===== src/rtl/efc_pkg.sv =====
// shared types, constants and crc function for the escaped frame checker
package efc_pkg;

    localparam int HeaderLenDefault = 8;
    localparam int MaxRawLenDefault = 128;

    localparam logic [7:0]  EscByte  = 8'h7d;
    localparam logic [7:0]  EscCode1 = 8'h01;
    localparam logic [7:0]  EscCode2 = 8'h02;
    localparam logic [7:0]  EscCode3 = 8'h03;
    localparam logic [7:0]  EscOut1  = 8'h7d;
    localparam logic [7:0]  EscOut2  = 8'h7f;
    localparam logic [7:0]  EscOut3  = 8'h7e;
    localparam logic [15:0] CrcInit  = 16'hffff;
    localparam logic [15:0] CrcPoly  = 16'ha001;

    typedef enum logic [2:0] {
        ST_OK       = 3'd0,
        ST_CRC_BAD  = 3'd1,
        ST_TOO_LONG = 3'd2,
        ST_SHORT    = 3'd3,
        ST_DISABLED = 3'd4
    } status_t;

    typedef struct packed {
        logic [7:0] data_byte;
        logic       frame_end;
    } item_t;

    typedef struct packed {
        logic       valid;
        logic [7:0] data_byte;
        logic       last;
        status_t    status;
    } result_t;

    // reflected crc-16 over one byte, bit by bit
    function automatic logic [15:0] crc16_byte(logic [15:0] crc, logic [7:0] b);
        logic [15:0] c;
        c = crc ^ {8'h00, b};
        for (int k = 0; k < 8; k++)
        begin
            c = c[0] ? ((c >> 1) ^ CrcPoly) : (c >> 1);
        end
        return c;
    endfunction

endpackage


===== src/rtl/efc_frame.sv =====
// frame state, unescaping, crc update and status decision for one item
module efc_frame #(
    parameter int HEADER_LEN  = efc_pkg::HeaderLenDefault,
    parameter int MAX_RAW_LEN = efc_pkg::MaxRawLenDefault
) (
    input  logic             clk,
    input  logic             rst_n,
    input  logic             enable,
    input  logic             step,
    input  efc_pkg::item_t   item,
    output efc_pkg::result_t result
);

    logic        escape_pending_reg, escape_pending_next;
    logic [7:0]  raw_count_reg,      raw_count_next;
    logic [7:0]  position_reg,       position_next;
    logic [15:0] body_length_reg,    body_length_next;
    logic [15:0] running_crc_reg,    running_crc_next;
    logic [15:0] received_crc_reg,   received_crc_next;

    logic        start_esc;
    logic [7:0]  raw_total;
    logic [7:0]  unesc;
    logic [17:0] p_ext;
    logic [17:0] crc_end;
    logic [17:0] crc_end_new;
    logic [7:0]  pos_inc;
    logic [15:0] body_upd;
    logic [15:0] crc_upd;
    logic [15:0] rcv_upd;
    efc_pkg::status_t st;

    always_comb
    begin
        start_esc = !escape_pending_reg && (item.data_byte == efc_pkg::EscByte)
                    && !item.frame_end;
        raw_total = (raw_count_reg == 8'hff) ? 8'hff : raw_count_reg + 8'd1;

        if (escape_pending_reg)
        begin
            case (item.data_byte)
                efc_pkg::EscCode1: unesc = efc_pkg::EscOut1;
                efc_pkg::EscCode2: unesc = efc_pkg::EscOut2;
                efc_pkg::EscCode3: unesc = efc_pkg::EscOut3;
                default:           unesc = 8'h00;
            endcase
        end
        else if (item.data_byte == efc_pkg::EscByte)
        begin
            unesc = 8'h00;
        end
        else
        begin
            unesc = item.data_byte;
        end

        p_ext   = {10'd0, position_reg};
        crc_end = 18'(HEADER_LEN) + {2'd0, body_length_reg};

        body_upd = body_length_reg;
        if (position_reg == 8'd1)
            body_upd = {unesc, 8'h00};
        else if (position_reg == 8'd2)
            body_upd = body_length_reg | {8'h00, unesc};

        crc_upd = running_crc_reg;
        rcv_upd = received_crc_reg;
        if (p_ext >= 18'd1 && p_ext <= crc_end)
            crc_upd = efc_pkg::crc16_byte(running_crc_reg, unesc);
        else if (p_ext == crc_end + 18'd1)
            rcv_upd = {unesc, 8'h00};
        else if (p_ext == crc_end + 18'd2)
            rcv_upd = received_crc_reg | {8'h00, unesc};

        pos_inc     = (position_reg == 8'hff) ? 8'hff : position_reg + 8'd1;
        crc_end_new = 18'(HEADER_LEN) + {2'd0, body_upd};

        if (raw_total >= 8'(MAX_RAW_LEN))
            st = efc_pkg::ST_TOO_LONG;
        else if ({10'd0, pos_inc} < crc_end_new + 18'd3)
            st = efc_pkg::ST_SHORT;
        else if (rcv_upd != crc_upd)
            st = efc_pkg::ST_CRC_BAD;
        else
            st = efc_pkg::ST_OK;

        // result of this item
        result.valid     = enable ? !start_esc : item.frame_end;
        result.data_byte = enable ? unesc : 8'h00;
        result.last      = item.frame_end;
        if (!enable)
            result.status = efc_pkg::ST_DISABLED;
        else if (item.frame_end)
            result.status = st;
        else
            result.status = efc_pkg::ST_OK;

        // next frame state
        escape_pending_next = escape_pending_reg;
        raw_count_next      = raw_count_reg;
        position_next       = position_reg;
        body_length_next    = body_length_reg;
        running_crc_next    = running_crc_reg;
        received_crc_next   = received_crc_reg;
        if (!enable || (item.frame_end && !start_esc))
        begin
            escape_pending_next = 1'b0;
            raw_count_next      = 8'd0;
            position_next       = 8'd0;
            body_length_next    = 16'd0;
            running_crc_next    = efc_pkg::CrcInit;
            received_crc_next   = 16'd0;
        end
        else if (start_esc)
        begin
            escape_pending_next = 1'b1;
            raw_count_next      = raw_total;
        end
        else
        begin
            escape_pending_next = 1'b0;
            raw_count_next      = raw_total;
            position_next       = pos_inc;
            body_length_next    = body_upd;
            running_crc_next    = crc_upd;
            received_crc_next   = rcv_upd;
        end
    end

    always_ff @(posedge clk or negedge rst_n)
    begin
        if (!rst_n)
        begin
            escape_pending_reg <= 1'b0;
            raw_count_reg      <= 8'd0;
            position_reg       <= 8'd0;
            body_length_reg    <= 16'd0;
            running_crc_reg    <= efc_pkg::CrcInit;
            received_crc_reg   <= 16'd0;
        end
        else if (step)
        begin
            escape_pending_reg <= escape_pending_next;
            raw_count_reg      <= raw_count_next;
            position_reg       <= position_next;
            body_length_reg    <= body_length_next;
            running_crc_reg    <= running_crc_next;
            received_crc_reg   <= received_crc_next;
        end
    end

endmodule


===== src/rtl/escaped_frame_check_crc16.sv =====
// top level: escaped frame checker with input and result registers
//
// raw frame bytes enter on the s_axis channel, one byte per item, with
// s_axis_tlast on the last raw byte of a frame. unescaped bytes leave on
// m_axis; the final item of a frame has m_axis_tlast set and carries the
// frame status in m_axis_tuser (0 ok, 1 crc mismatch, 2 too long,
// 3 short frame, 4 disabled). an escape byte that waits for its code
// gives no output item.
// cfg_we/cfg_data write the enable bit; while it is clear, bytes are
// dropped and each frame end gives one item with status disabled.
// one item is taken per cycle while the receiver keeps up; the input
// register advances whenever the result register is empty or being
// read, so a stalled receiver holds one result plus one queued input
// item before s_axis_tready drops.
// reset clears the frame state, both registers and the enable bit.
module escaped_frame_check_crc16 #(
    parameter int HEADER_LEN  = efc_pkg::HeaderLenDefault,
    parameter int MAX_RAW_LEN = efc_pkg::MaxRawLenDefault
) (
    input  logic       clk,
    input  logic       rst_n,
    input  logic       cfg_we,
    input  logic       cfg_data,
    input  logic       s_axis_tvalid,
    output logic       s_axis_tready,
    input  logic [7:0] s_axis_tdata,   // byte_in
    input  logic       s_axis_tlast,
    output logic       m_axis_tvalid,
    input  logic       m_axis_tready,
    output logic [7:0] m_axis_tdata,   // data_byte
    output logic       m_axis_tlast,
    output logic [2:0] m_axis_tuser    // status
);

    logic             enable_reg;
    logic             in_valid_reg;
    efc_pkg::item_t   in_item_reg;
    logic             out_valid_reg;
    logic [7:0]       out_data_reg;
    logic             out_last_reg;
    efc_pkg::status_t out_status_reg;
    logic             advance;
    efc_pkg::result_t res;

    assign advance       = in_valid_reg && (!out_valid_reg || m_axis_tready);
    assign s_axis_tready = !in_valid_reg || advance;

    efc_frame #(
        .HEADER_LEN  (HEADER_LEN),
        .MAX_RAW_LEN (MAX_RAW_LEN)
    ) u_frame (
        .clk    (clk),
        .rst_n  (rst_n),
        .enable (enable_reg),
        .step   (advance),
        .item   (in_item_reg),
        .result (res)
    );

    always_ff @(posedge clk or negedge rst_n)
    begin
        if (!rst_n)
        begin
            enable_reg    <= 1'b0;
            in_valid_reg  <= 1'b0;
            out_valid_reg <= 1'b0;
        end
        else
        begin
            if (cfg_we)
                enable_reg <= cfg_data;
            if (s_axis_tready)
                in_valid_reg <= s_axis_tvalid;
            if (advance)
                out_valid_reg <= res.valid;
            else if (m_axis_tready)
                out_valid_reg <= 1'b0;
        end
    end

    always_ff @(posedge clk)
    begin
        if (s_axis_tready && s_axis_tvalid)
        begin
            in_item_reg.data_byte <= s_axis_tdata;
            in_item_reg.frame_end <= s_axis_tlast;
        end
        if (advance)
        begin
            out_data_reg   <= res.data_byte;
            out_last_reg   <= res.last;
            out_status_reg <= res.status;
        end
    end

    assign m_axis_tvalid = out_valid_reg;
    assign m_axis_tdata  = out_data_reg;
    assign m_axis_tlast  = out_last_reg;
    assign m_axis_tuser  = out_status_reg;

    a_mid_ok: assert property (@(posedge clk) disable iff (!rst_n)
        (m_axis_tvalid && !m_axis_tlast) |-> (m_axis_tuser == efc_pkg::ST_OK))
        else $error("non-final item carries a status");

    a_dis_zero: assert property (@(posedge clk) disable iff (!rst_n)
        (m_axis_tvalid && m_axis_tuser == efc_pkg::ST_DISABLED)
            |-> (m_axis_tdata == 8'h00 && m_axis_tlast))
        else $error("disabled status item malformed");

    a_ready_empty: assert property (@(posedge clk) disable iff (!rst_n)
        !out_valid_reg |-> s_axis_tready)
        else $error("input stalled with empty result register");

    a_dis_only_end: assert property (@(posedge clk) disable iff (!rst_n)
        (advance && !enable_reg) |=> (!m_axis_tvalid || m_axis_tlast))
        else $error("disabled block emitted a data item");

endmodule

===== config.mk =====
export PLATFORM = sky130hd
export DESIGN_NAME = escaped_frame_check_crc16
export DESIGN_NICKNAME = d
export VERILOG_FILES = /design/src/rtl/efc_pkg.sv /design/src/rtl/efc_frame.sv /design/src/rtl/escaped_frame_check_crc16.sv
export SDC_FILE = /design/constraint.sdc
export NUM_CORES = 1
export LEC_CHECK = 0
export BUFFER_PORTS_ARGS = -buffer_cell sky130_fd_sc_hd__buf_4
export CAP_MARGIN = 30
export CORE_ASPECT_RATIO = 1.4
export CORE_UTILIZATION = 55
export DETAILED_ROUTE_END_ITERATION = 8
export GPL_ROUTABILITY_DRIVEN = 1
export PLACE_DENSITY = 0.75
export SYNTH_ARGS = -nofsm -noshare
export SYNTH_HDL_FRONTEND = slang
export SYNTH_HIERARCHICAL = 1
export SYNTH_SLANG_ARGS = --single-unit

===== constraint.sdc =====
create_clock -name clk -period 3.96 [get_ports clk]
set_input_delay 0.594 -clock clk [delete_from_list [all_inputs] [get_ports clk]]
set_output_delay 0.594 -clock clk [all_outputs]
set_load 0.02 [all_outputs]

======== After elaboration in Yosys (flattened, before gate mapping) ========
Index checks and enable logic that the tools add are counted.
Widths: inputs -> output; s select.
storage, ports and cells
  bits in registers ....................... 89
  logic and storage cells ................. 108
  output and inout bits ................... 14
operators by class
  equality and inequality tests ........... 12
  add/sub/neg operators ................... 7
  magnitude comparators ................... 4
  bitwise gates (word level) .............. 13
  reduce and logical (&&, ||, !) cells .... 19
  muxes and demuxes ....................... 37
operators with widths
  cell                   number
  $mux 16                20
  $mux 8                 7
  $add 18x2->18 const B  2
  $eq 8x18->1            2
  $add 4x16->17 const A  2
  $or 16x8->16           2
  $eq 8x2->1 const B     3
  $not 2->3              8
  $pmux 7 s3             1
  $add 18x1->18 const B  1
  $le 8x18->1            1
  $lt 8x18->1            1
  $add 8x1->8 const B    2
  $eq 8x1->1 const B     2
  $eq 8x8->1 const B     2
  $ne 16x16->1           1
  $xor 16x8->16          1
  $mux 3                 3
  $eq 8x7->1 const B     1
  $ge 8x1->1 const B     1
  $ge 8x8->1 const B     1
  $logic_and 1x1->1      6
  $logic_not 1->1        6
  $mux 1                 6
  other kinds (6)        10

======== Logic depth before layout (Yosys ltp) ========
  depth in word-level cells ............... 26
  gate-level depth with buffers ........... 21
  depth with buffers taken out ............ 20

======== By module ========
The synthesis kept the hierarchy.
by module, submodules not included
  module                     area an instance (µm²)  cells each  times used  sequential area each (µm²)
  efc_frame                  6324.8                  760         1           1646.6
  escaped_frame_check_crc16  772.0                   32          1           705.7

======== Worst setup path after synthesis ========
Ideal clock, no wire load.
  kind .................................... flip-flop to flip-flop
  start ................................... register u_frame.body_length_reg[3]
  end ..................................... register out_status_reg[0], in the netlist m_axis_tuser[0], data pin
  cell stages (with the launch flop) ...... 19
  arrival time ............................ 3.789 ns
  slack ................................... -0.092 ns
  path buffers ............................ 3
  clock period less this slack ............ 4.052 ns
  cells stage by stage .................... dfrtp_1 buf_2 nand3_1 xnor2_2 inv_2 ha_1 a2111oi_0 nand2_1 a31oi_1 o31a_1 buf_2 a21oi_2 and3_1 buf_2 a21o_1 mux2_1 o32ai_1 a2bb2oi_1 a21oi_1
between the ends
  longest elaborated chain between the ends .. 9
  elaborated cells between the ends (all ways) .. 20
ends and longest elaborated chain
  item                    RTL line                         source
  from (decl)             efc_frame.sv:17                  logic [15:0] body_length_reg, body_length_next;
  from (signal assigned)  efc_frame.sv:146                 body_length_reg <= body_length_next;
  $add 4x16->17           efc_frame.sv:58                  crc_end = 18'(HEADER_LEN) + {2'd0, body_length_reg};
  $add 18x2->18           efc_frame.sv:72                  else if (p_ext == crc_end + 18'd2)
  $eq 8x18->1             efc_frame.sv:72
  $mux 16                 efc_frame.sv:72
  $mux 16                 efc_frame.sv:70                  else if (p_ext == crc_end + 18'd1)
  $mux 16                 efc_frame.sv:68                  if (p_ext >= 18'd1 && p_ext <= crc_end)
  $ne 16x16->1            efc_frame.sv:82                  else if (rcv_upd != crc_upd)
  $mux 1                  efc_frame.sv:82
  $mux 3 (*)              efc_frame.sv:80                  else if ({10'd0, pos_inc} < crc_end_new + 18'd3)
  to (signal assigned)    escaped_frame_check_crc16.sv:92  out_status_reg <= res.status;
  to (decl)               escaped_frame_check_crc16.sv:41  efc_pkg::status_t out_status_reg;
Every way passes the cells marked *; elsewhere a longest branch is shown, timed or not.
A chain may end at the register's enable or synchronous reset.

======== Worst setup path in the final report ========
  start ................................... register u_frame.body_length_reg[4]
  end ..................................... register out_status_reg[0], in the netlist m_axis_tuser[0], data pin
The elaborated chain is that of the path after synthesis.

==> flow_summary.yaml <==
detailed_routing:
  antenna_left: 0
  drc: 0
  wl_per_cell_um: 20.9
  drt_pass1_iterations: 5
  vias_per_cell: 6.37
  drt-total-wl_mm: 22.8
  drtIter0Drc: 335
  vias: 6966
cells_and_area:
  drive_above_1_share_pct: 32.9
  fillers: 936
  nets: 978
  register_area_mm2: 0.00235
  syn2layout_area_growth_pct: 28.5
  final_core_util_pct: 73.3
  diodes: 0
  multi_input_area_mm2: 0.00480
  final_cells: 1093
synthesis:
  yosys-top-cells-area: "dfrtp_1 18%, edfxtp_1 8.9%, dfstp_2 5.9%"
  synth_top_area_share_pct: 18.3
  synthArstFlopShare_pct: 76.4
  avgSynthCellArea_um2: 8.96
  ys_seq_elements: 89
  ys.warnings.count: 6
  syn-num-nets: 832
  syn_area_mm2: 0.00710
  synth_top_family_by_area: "simple AND/OR/NAND/NOR gates"
  ys_types: 90
  synthFlopType: "dfrtp_1"
  ys_seq_area_share_pct: 33.1
  synth_fa_ha_area_share_pct: 4.41
  synth_mux_area_share_pct: 4.23
  synth_xor_area_share_pct: 9.68
  synth_largest_area_cell: "dfrtp_1"
  syn_inst: 792
  synth_edf_count: 21
  synth_compound_area_share_pct: 21.3
  synth_simple_gate_area_share_pct: 23.3
setup_path:
  worst-r2r-cell-count: 15
  r2r_start: "u_frame/body_length_reg[4]"
  required_ns: 4.04
  cpMostUsedCell: "o21a_1"
  start_kind: "register"
  crit_fanout: 8
  crit_path_top_delay_cell: "dfrtp_1"
  reg2reg_to: "m_axis_tuser[0]"
  crit_chain: "buf_4 > ha_4 > xnor2_1 > ha_1 > o21a_1 > o21a_1 > o22a_1 > o2111ai_2 > o31a_1 > buf_6 > mux2_2 > mux2_1 > o32ai_2 > a2bb2oi_2 > a21oi_1"
  arrival_ns: 4.10
  critPathKind: "reg2reg"
  cp-end-kind: "register"
  r2r_slack_ns: -0.06
  crit_path_max_incr_delay_ns: 0.39
clock_tree:
  clock-sinks: 89
  numCtsBuffers: 9
  cts.reportedPaths.clkPinSlew_ns: 0.07
  htreeDepth: 3
  cts_tree: "yes"
  cts-root-buf: "clkbuf_16"
  cts_buffer_depth: 2
  clk_latency_ns: 0.34
global_routing:
  grt.overflow.total: 0
  gr-usage-all-layers_pct: 35.0
  grt_start_max_net_pins: 69
  grt_pass1_wl_mm: 36.2
  grt_antenna_before_repair: 0
  grt_pass1_vias: 7085
sta:
  holdWs_ns: 0.374
  relSlewSlack_pct: 39.7
  max_clock_freq_ghz: 0.249
  slew_violations: 0
  rsz0062_at_grt: "yes"
  fin_worst_skew_ns: 0.0163
  hold_viol_final: 0
  tightestPinTransition_ns: 0.902
  setup_ws_ns: -0.0589
  fin_crit_sh_pct: 101
  setup_violations: 1
  fin_crit_ns: 4.02
place:
  place_inst: 1067
  io_buffers: 28
  place_ws_ns: -0.304
  post-dp-hpwl_mm: 17.2
  gp_congestion: 0.976
floorplanning:
  core_area_mm2: 0.0124
  die_h_um: 136
  start_util_pct: 57.1
  rows: 48
  die_area_mm2: 0.0134
  io_pins: 29
  die_x_um: 98.0
power:
  power_leakage_uw: 0.00376
  p_total_uw: 3230
  ir_worst_vdd_mv: 0.375
  p_per_area_mw_per_mm2: 354
outcome:
  status: "finished, violations left"
  violations: "negative setup slack"
hold_path:
  worstHoldPathType: "in2async"
run:
  maxCapViolCount: 0
-- metal layers --
layer  track usage, %  wire [um]  vias to the layer above
met1             39.7       8590                     3329
li1                 -          -                     3255
met5                0          0                        -
met4             21.6       1450                        0
met3             3.50       1120                       97
met2             63.0      11600                      285
-- area by class of cell --
cell class | instances | share of cell area [%]
Clock buffer | 10 | 2.51
Clock inverter | 6 | 1.07
Inverter | 19 | 0.782
Multi-Input combinational cell | 638 | 52.6
Sequential cell | 89 | 25.8
Tap cell | 150 | 2.06
Timing Repair Buffer | 181 | 15.1
-- what timing repair did --
item | CTS | global route
gates resized for setup | 29 | 33
pin swaps | 12 | 20
hold buffers | 0 | 0
setup endpoints to repair | 1 | 2
buffers inserted | 3 | 7
-- critical path, delay by kind of cell, from the launching register on --
kind | cells | cell delay (ns)
AO/OA/AOI/OAI | 8 | 1.58
multiplexers | 2 | 0.70
adder cells (fa/ha/maj) | 2 | 0.47
flip-flops | 1 | 0.39
buffers and inverters | 2 | 0.35
XOR/XNOR | 1 | 0.26
-- Yosys cell counts (20+ instances only) --
cell type,n
clkbuf_1,23
edfxtp_1,21
nand3_1,28
nor3_1,22
mux2i_1,21
o21ai_0,32
ha_1,25
xnor2_1,45
nand2_1,65
a21oi_1,53
nor2_1,65
xor2_1,20
a22o_1,20
dfrtp_1,52
-- cells by family (layout without fill, tap and decap cells) --
family / after synthesis / count (layout)
simple gates: 298 / 298
compound gates: 215 / 215
flops: 89 / 89
xor+xnor: 71 / 71
buf+inv: 65 / 216
mux: 29 / 29
fa+ha+maj: 25 / 25
-- worst max path at each step --
stage | from | to | slack, ns | depth (start not counted)
6_report | u_frame/body_length_reg[4] | m_axis_tuser[0] | -0.06 | 15
5_1_grt | u_frame/body_length_reg[4] | m_axis_tuser[0] | -0.22 | 18
4_1_cts | u_frame/body_length_reg[3] | m_axis_tuser[0] | 0.0005 | 18
3_5_place_dp | u_frame/body_length_reg[3] | m_axis_tuser[0] | -0.30 | 15
3_3_place_gp | u_frame/body_length_reg[3] | m_axis_tuser[0] | -0.25 | 15
2_1_floorplan | u_frame/body_length_reg[3] | m_axis_tuser[0] | 0.004 | 18
-- where the power goes --
part           switching (uW)  internal, uW  leakage (uW)
clock                     382           564      0.000160
sequential               58.2          1020       0.00109
combinational             669           529       0.00252
total                    1110          2120       0.00376
-- cell usage in the layout (no fill, tap or decap), drive strengths merged, types with 12 or more instances in the layout --
| cell type | instances |
|---|---|
| buf | 181 |
| nor4 | 17 |
| nand2 | 66 |
| o21ai | 35 |
| xnor2 | 47 |
| a31oi | 12 |
| and2 | 13 |
| a22o | 20 |
| nand4 | 13 |
| dfstp | 16 |
| and3 | 14 |
| a21oi | 54 |
| inv | 22 |
| edfxtp | 21 |
| nand3 | 30 |
| nor2 | 66 |
| dfrtp | 52 |
| xor2 | 21 |
| nor3 | 23 |
| ha | 25 |
| mux2i | 21 |
-- metrics by stage --
stage          TNS (ns)  area [um^2]
2_1_floorplan         0         7170
4_1_cts               0         8900
3_5_place_dp     -0.304         8420
5_1_grt          -0.256         9120
6_report        -0.0589         9120
3_3_place_gp     -0.248         8420
(Power assumes the default switching activity.)
